==> config.mk <==
export PLATFORM = sky130hd
export DESIGN_NAME = faso_ctrl
export DESIGN_NICKNAME = d
export VERILOG_FILES = /design/src/rtl/faso_pkg.sv /design/src/rtl/faso_ctrl.sv
export SDC_FILE = /design/constraint.sdc
export NUM_CORES = 1
export LEC_CHECK = 0
export BUFFER_PORTS_ARGS = -buffer_cell sky130_fd_sc_hd__buf_2
export CORE_AREA = 4 4 48 50
export DETAILED_ROUTE_END_ITERATION = 10
export DIE_AREA = 0 0 52 54
export GPL_TIMING_DRIVEN = 0
export PLACE_DENSITY = 0.53
export RECOVER_POWER = 100
export SKIP_LAST_GASP = 1
export SYNTH_ARGS = -nofsm -noshare
export SYNTH_HDL_FRONTEND = slang
export SYNTH_SLANG_ARGS = --single-unit
==> constraint.sdc <==
create_clock -name clock -period 2 [get_ports clock]
set_input_delay 0.2 -clock clock [delete_from_list [all_inputs] [get_ports clock]]
set_output_delay 0.2 -clock clock [all_outputs]
set_load 0.01 [all_outputs]
==> src/rtl/faso_pkg.sv <==
// shared types and constants of the feedback arc set ordering block
`default_nettype none
package faso_pkg;

   localparam int CSR_IDX_W  = 1;
   localparam int CSR_DATA_W = 31;
   localparam int MAG_W      = 31;
   localparam int STR_W      = 38;
   localparam int NC_W       = 7;

   localparam logic [CSR_IDX_W-1:0] REG_NODE_COUNT     = 1'b0;
   localparam logic [CSR_IDX_W-1:0] REG_EDGE_THRESHOLD = 1'b1;

   localparam logic [MAG_W-1:0] MAG_MAX = 31'h7FFF_FFFF;
   localparam logic [NC_W-1:0]  NODE_COUNT_RESET = 7'd32;

   typedef struct packed {
      logic signed [31:0] entry_value;
      logic               last_entry;
   } req_type;

   typedef struct packed {
      logic [5:0] position;
      logic [5:0] node_at_position;
      logic       last_result;
   } rsp_type;

   typedef enum logic [3:0] {
      S_IDLE,
      S_CLEAR,
      S_BUILD,
      S_CLASSIFY,
      S_SRC_POP,
      S_DROP_OUT_SRC,
      S_SNK_POP,
      S_DROP_IN_SNK,
      S_MAX_SCAN,
      S_PLACE_MAX,
      S_DROP_OUT_MAX,
      S_DROP_IN_MAX,
      S_EMIT
   } fsm_state_type;

   typedef enum logic [3:0] {
      DP_IDLE,
      DP_CLEAR,
      DP_BUILD,
      DP_CLASSIFY,
      DP_SRC_POP,
      DP_SNK_POP,
      DP_MAX_SCAN,
      DP_PLACE_MAX,
      DP_DROP_OUT,
      DP_DROP_IN,
      DP_EMIT
   } dp_op_type;

   typedef struct packed {
      dp_op_type op;
      logic      load;
   } dp_cmd_type;

   typedef struct packed {
      logic done;
      logic stack_empty;
      logic placed;
      logic found;
   } dp_status_type;

endpackage
`default_nettype wire

==> src/rtl/faso_ctrl.sv <==
// sequencer of the feedback arc set ordering block
`default_nettype none
module faso_ctrl import faso_pkg::*; (
   input  logic          clock,
   input  logic          reset,
   input  logic          start,
   input  logic          req_last,
   input  dp_status_type status,
   output dp_cmd_type    cmd,
   output logic          busy
);

   fsm_state_type state_ff, state_in;

   always_ff @(posedge clock) begin
      if (reset) begin
         state_ff <= S_IDLE;
      end else begin
         state_ff <= state_in;
      end
   end

   always_comb begin
      state_in = state_ff;
      case (state_ff)
         S_IDLE: begin
            if (start && req_last) state_in = S_CLEAR;
         end
         S_CLEAR:    state_in = S_BUILD;
         S_BUILD: begin
            if (status.done) state_in = S_CLASSIFY;
         end
         S_CLASSIFY: begin
            if (status.done) state_in = S_SRC_POP;
         end
         S_SRC_POP: begin
            if (status.stack_empty) state_in = S_SNK_POP;
            else if (status.placed) state_in = S_DROP_OUT_SRC;
         end
         S_DROP_OUT_SRC: begin
            if (status.done) state_in = S_SRC_POP;
         end
         S_SNK_POP: begin
            if (status.stack_empty) state_in = S_MAX_SCAN;
            else if (status.placed) state_in = S_DROP_IN_SNK;
         end
         S_DROP_IN_SNK: begin
            if (status.done) state_in = S_SNK_POP;
         end
         S_MAX_SCAN: begin
            if (status.done) state_in = status.found ? S_PLACE_MAX : S_EMIT;
         end
         S_PLACE_MAX:    state_in = S_DROP_OUT_MAX;
         S_DROP_OUT_MAX: begin
            if (status.done) state_in = S_DROP_IN_MAX;
         end
         S_DROP_IN_MAX: begin
            if (status.done) state_in = S_SRC_POP;
         end
         S_EMIT: begin
            if (status.done) state_in = S_IDLE;
         end
         default: state_in = S_IDLE;
      endcase
   end

   always_comb begin
      cmd.load = 1'b0;
      cmd.op   = DP_IDLE;
      busy     = 1'b1;
      case (state_ff)
         S_IDLE: begin
            busy     = 1'b0;
            cmd.load = start;
         end
         S_CLEAR:        cmd.op = DP_CLEAR;
         S_BUILD:        cmd.op = DP_BUILD;
         S_CLASSIFY:     cmd.op = DP_CLASSIFY;
         S_SRC_POP:      cmd.op = DP_SRC_POP;
         S_DROP_OUT_SRC: cmd.op = DP_DROP_OUT;
         S_SNK_POP:      cmd.op = DP_SNK_POP;
         S_DROP_IN_SNK:  cmd.op = DP_DROP_IN;
         S_MAX_SCAN:     cmd.op = DP_MAX_SCAN;
         S_PLACE_MAX:    cmd.op = DP_PLACE_MAX;
         S_DROP_OUT_MAX: cmd.op = DP_DROP_OUT;
         S_DROP_IN_MAX:  cmd.op = DP_DROP_IN;
         S_EMIT:         cmd.op = DP_EMIT;
         default:        cmd.op = DP_IDLE;
      endcase
   end

endmodule
`default_nettype wire

==> reports/results.tsv, run 1 <==
metric	value	unit
yosysTopAreaCellShare	17.4	%
cts_resized	0	
dpl.hpwl	968	um
yosys-top-cells-area	dfxtp_1, nor2_1, a21oi_1	
finClkSkew	0.00224	ns
synth_area	460	um2
syn_inst	65	
power.leakage	0.235	nW
cts_tree	yes	
drc	0	
layout.cells.non_filler	108	
place_area	559	um2
die_area	2810	um2
fin_area	571	um2
max_freq	551	MHz
postCtsHoldBufs	0	
arrival	1.62	ns
reg_top3	state_ff: 4 flops	
synthDistinctLibCells	33	
dp.cells	105	
numCtsBuffers	3	
portBuffers	13	
top_register	state_ff	
fp.coreArea	1900	um2
path_common_cell	nand2_1	
drt_iter0_markers	13	
crit_chain	buf_2 > clkbuf_1 > nor2_1 > nand2_1 > nand2_1 > a22o_1 > clkbuf_2	
via_count	532	
yosys.area.top_type	dfxtp_1	
grt_pass1_vias	489	
hold_violations	0	
post-route-min-period	1.82	ns
end_kind	primary output	
finalCritPeriodShare	90.8	%
die_h	54	um
ys_ff_latch	4	
cts_setup_buffers	0	
clock_sinks	4	
place_ws	0.421	ns
slew_violations	0	
synth_edf_count	0	
drive_gt1_share	32.1	%
cp.required	1.80	ns
critPathMaxStageDelay	0.40	ns
synth_seq_area_share	17.4	%
peakVddDrop	0.445	mV
cts-root-buf	clkbuf_4	
final_common_cell	buf_2	
status	complete, no violations	
setup_viol	0	
syn_to_final_growth	23.9	%
power_density	1380	nW/um2
gr-total-overflow	0	
rsz0062_at_grt	false	
ant_nets	0	
syn_nets	73	
wl	1.28	mm
clkTransAtPathRegs	0.04	ns
fin_ws	0.184	ns
yosysWarnings	0	
fin_setup_tns	0	ns
viasPerCell	4.93	
clockBufferDepth	2	
layout_common_cells	buf_2, nor2_1, a21oi_1	
relSlewSlack	64.2	%
antenna_cells	0	
wl_per_cell	11.8	um
first_pass_iters	4	
crit_fanout	10	
largest_reg_flops	4	
grt_max_degree	11	
startpoint_type	flip-flop	
crit_slowest_cell	clkbuf_1	
antenna_found_initial	0	
die_x	52	um
initial_utilization	24.2	%
ios	14	
place_congestion	0.768	
synthArstFlopShare	0	%
grt_first_pass_wirelength	2.15	mm
holdCritPathClass	in -> reg	
worst_pin_slew	0.532	ns
critPathKind	reg -> out	
drv_cap	0	
rows	16	
nets	91	
syn_avg_cell_area	7.08	um2
grtUsageTotal	10.2	%
ys.flop_type	dfxtp_1	
insertion_delay	0.24	ns
h-tree-depth	1	
-- where the power goes --
part / internal (mW) / total, mW / switching [mW]
Combinational: 0.225 / 0.549 / 0.324
Sequential: 0.107 / 0.136 / 0.0287
Clock: 0.0673 / 0.103 / 0.0360
-- critical path: cells and delay by family (launching register included) --
family | cells | cell delay, ns
AO/OA/AOI/OAI | 1 | 0.17
buffers and inverters | 3 | 0.72
flip-flops | 1 | 0.29
AND/OR/NAND/NOR | 3 | 0.20
-- synthesized netlist by cell type (2+ instances only) --
cell / count
nor2_1: 10
a21oi_1: 7
nand2_1: 6
buf_2: 4
dfxtp_1: 4
nand2b_1: 3
a211oi_2: 2
inv_1: 2
nand3_1: 2
o21ai_0: 2
-- cells by family after synthesis --
group | count (synthesis) | synth area share [%]
and+or+nand+nor | 30 | 34.8
buffers and inverters | 7 | 6.79
AOI/OAI and AO/OA | 24 | 41.0
DFF | 4 | 17.4
-- path summary, 6_finish.rpt --
| check | slack (ns) | cells past startpoint | startpoint | end |
|---|---|---|---|---|
| worst max-delay path | 0.18 | 7 | state_ff[1]$_SDFFE_PP0P_ | cmd[4] |
| worst min-delay path | 0.22 | 2 | reset | state_ff[3]$_SDFFE_PP0P_ |
| worst max register to register | 0.27 | 5 | state_ff[3]$_SDFFE_PP0P_ | state_ff[2]$_SDFFE_PP0P_ |
| worst min register to register | 0.62 | 2 | state_ff[0]$_SDFFE_PP0P_ | state_ff[0]$_SDFFE_PP0P_ |
-- routing by layer --
layer  wire [um]  vias to the layer above  GRT usage, %  part of all wire, %
met3          59                        5          1.66                  4.6
li1            -                      272             -                    -
met4          38                        0          6.55                  3.0
met1         602                      241          13.4                   47
met5           0                        -             0                    0
met2         575                       14          15.5                   45
-- layout make-up --
class                           instances  area, um2
Fill cell                             215       1330
Sequential cell                         4       80.1
Clock buffer                            3       22.5
Buffer                                  5       23.8
Inverter                                2       7.51
Timing Repair Buffer                   13       62.6
Tap cell                               27       33.8
Multi-Input combinational cell         54        340
-- through the flow --
stage | utilization (%) | hold WS, ns | power [mW]
finish | 30.0 | 0.216 | 0.788
global route | 30.0 | 0.239 | 0.858
CTS | 30.6 | 0.213 | 0.824
detailed placement | 29.4 | 0.467 | 0.717
global placement | 29.4 | 0.467 | 0.710
floorplan | - | 0.265 | 0.570
(Power assumes the default switching activity.)
==> inputs of run 2 (changes only) <==
--- a/config.mk
+++ b/config.mk
@@ -5,12 +5,13 @@
 export SDC_FILE = /design/constraint.sdc
 export NUM_CORES = 1
 export LEC_CHECK = 0
+export ABC_AREA = 1
 export BUFFER_PORTS_ARGS = -buffer_cell sky130_fd_sc_hd__buf_2
-export CORE_AREA = 4 4 48 50
+export CORE_AREA = 4 4 51 53
 export DETAILED_ROUTE_END_ITERATION = 10
-export DIE_AREA = 0 0 52 54
+export DIE_AREA = 0 0 55 57
 export GPL_TIMING_DRIVEN = 0
-export PLACE_DENSITY = 0.53
+export PLACE_DENSITY = 0.51
 export RECOVER_POWER = 100
 export SKIP_LAST_GASP = 1
 export SYNTH_ARGS = -nofsm -noshare
==> run 2 against run 1 <==
Clock-buffer cell count unchanged. Cell area up 9.2%. First-iteration DRC count is 62% lower. Synthesized area rose by 11%. Core utilization shrank 1.0 points. Combinational power rose by 23%. Total power rose by 13%. Critical path type unchanged. Critical endpoint is now cmd[3]. Highest routed layer is now met3.
==> reports/results.tsv, run 2 <==
metric	value	unit
status	complete, no violations	
synthSimpleGateAreaFrac	57.7	%
crit_slowest_cell	dfxtp_1	
rows	17	
synthArstFlopShare	0	%
ys.flop_type	dfxtp_1	
place_congestion	0.824	
critPathMaxStageDelay	0.29	ns
synth-compound-area-share	6.85	%
rsz0062_at_grt	false	
arrival	1.32	ns
finalCritPeriodShare	75.9	%
cts_tree	yes	
grt_first_pass_wirelength	2.09	mm
synth_top_family_by_area	simple AND/OR/NAND/NOR gates	
die_area	3140	um2
gr-total-overflow	0	
pwr-share-seq	13.4	%
viasPerCell	4.28	
hold_violations	0	
syn_nets	96	
die_h	57	um
first_pass_iters	3	
max_freq	659	MHz
use_met2	13.9	%
grt_max_degree	10	
ant_nets	0	
cp.required	1.80	ns
clkTransAtPathRegs	0.04	ns
holdWs	0.240	ns
post-route-min-period	1.52	ns
initial_utilization	23.8	%
power_density	1430	nW/um2
syn_inst	88	
synth_edf_count	0	
postCtsHoldBufs	0	
synth_xor_xnor_area_share	0	%
cts_setup_buffers	0	
reg_top3	state_ff: 4 flops	
antenna_cells	0	
clock_sinks	4	
nets	114	
crit_fanout	8	
fin_area	623	um2
h-tree-depth	1	
yosys.area_share.adder	0	%
fin_setup_tns	0	ns
drive_gt1_share	25.0	%
holdPathStages	4	
synthDistinctLibCells	19	
top_register	state_ff	
path_common_cell	inv_1	
startpoint_type	flip-flop	
holdCritPathClass	in -> reg	
cts_resized	0	
fp.coreArea	2150	um2
drc	0	
power.leakage	0.367	nW
final_common_cell	nand2_1	
setup_viol	0	
min-delay-start	reset	
synth.most_common_cell	nand2_1	
yosys.area.top_type	dfxtp_1	
largest_reg_flops	4	
power	894	uW
r2r-start	state_ff[2]$_SDFFE_PP0P_	
synth_area	512	um2
hold-path-endpoint	state_ff[1]$_SDFFE_PP0P_	
use_met3	1.57	%
wl_per_cell	9.27	um
portBuffers	13	
critPathKind	reg -> out	
die_x	55	um
worst_pin_slew	0.331	ns
synthTopCellsByCount	nand2_1, nor2_1, inv_1, nand3_1, dfxtp_1	
ios	14	
rr_worst_depth	10	
layout.cells.non_filler	132	
drv_cap	0	
yosys-top-cells-area	dfxtp_1, nand2_1, nand3_1	
crit_chain	buf_4 > inv_1 > nor2_4 > inv_1 > o21ai_0 > clkbuf_1	
antenna_found_initial	0	
synth_mux_area_share	0	%
p_sw	461	uW
grtUsageTotal	8.78	%
drt_iter0_markers	5	
dpl.hpwl	973	um
p_int	433	uW
synth_seq_area_share	15.6	%
place_area	612	um2
cts-root-buf	clkbuf_4	
relSlewSlack	77.8	%
r2r_slack	0.61	ns
syn_to_final_growth	21.8	%
yosysTopAreaCellShare	15.6	%
layout_common_cells	nand2_1, nor2_1, inv_1	
busiest_layer	met2	
dp.cells	129	
ys_ff_latch	4	
grt_pass1_vias	550	
p_comb_share	75.6	%
peakVddDrop	0.353	mV
clockBufferDepth	2	
end_kind	primary output	
yosysWarnings	0	
p_clk_share	11.0	%
via_count	565	
wl	1.22	mm
insertion_delay	0.23	ns
slew_violations	0	
switching_share	51.6	%
grt.met1_usage	11.3	%
worstReg2RegEnd	state_ff[1]$_SDFFE_PP0P_	
numCtsBuffers	3	
finClkSkew	0.00258	ns
syn_avg_cell_area	5.82	um2
## run 2: cell types whose count changed after synthesis, sizes merged, moves of 2 or more
cell    change
a221oi      -2
a211oi      -2
nand2      +15
a21oi       -7
and2        -2
o21ai       -2
nand2b      -4
nand3      +12
nor4        -2
nor2       +10
inv        +14
nand4       +3
## run 2: worst max-delay path by stage
stage | end | cells past startpoint | start | slack, ns
final | cmd[3] | 6 | state_ff[2]$_SDFFE_PP0P_ | 0.48
after global routing | cmd[3] | 6 | state_ff[2]$_SDFFE_PP0P_ | 0.34
after CTS | cmd[3] | 6 | state_ff[2]$_SDFFE_PP0P_ | 0.54
after detailed placement | state_ff[1]$_SDFFE_PP0P_ | 10 | state_ff[2]$_SDFFE_PP0P_ | 0.74
after global placement | state_ff[0]$_SDFFE_PP0P_ | 10 | state_ff[2]$_SDFFE_PP0P_ | 0.75
after floorplan | state_ff[2]$_SDFFE_PP0P_ | 9 | state_ff[0]$_SDFFE_PP0P_ | 0.86
## run 2: cell families after synthesis
group                  after synthesis
AO/OA/AOI/OAI                        5
AND/OR/NAND/NOR                     59
flip-flops                           4
buffers and inverters               20
## run 2: metrics by stage
stage / setup slack, ns / util [%]
floorplan: 0.856 / -
global placement: 0.746 / 28.5
detailed placement: 0.742 / 28.5
CTS: 0.540 / 29.5
global route: 0.341 / 29.0
finish: 0.483 / 29.0
## run 2: routing by layer
metal	part of all wire [%]	up-vias
met2	49	8
met3	4.7	0
li1	-	307
met1	47	250
met4	0	0
met5	0	-
## run 2: power groups by stage
stage	logic, mW	registers (mW)	clock network, mW
after global placement	0.703	0.121	0
after floorplan	0.549	0.120	0
final	0.676	0.120	0.0982
after global routing	0.770	0.122	0.113
after CTS	0.704	0.120	0.102
after detailed placement	0.700	0.122	0
## run 2: layout make-up
class	instances	area, um2
timing repair buffer	13	61.3
inverter	16	60.1
sequential	4	80.1
tap	28	35.0
multi-input combinational	64	323
buffer	4	41.3
clock buffer	3	22.5
fill	261	1530
## run 2: critical path: cells and delay by family (launching register included)
family | cells | cell delay, ns
buf+inv | 4 | 0.50
flops | 1 | 0.29
simple gates | 1 | 0.15
compound gates | 1 | 0.13
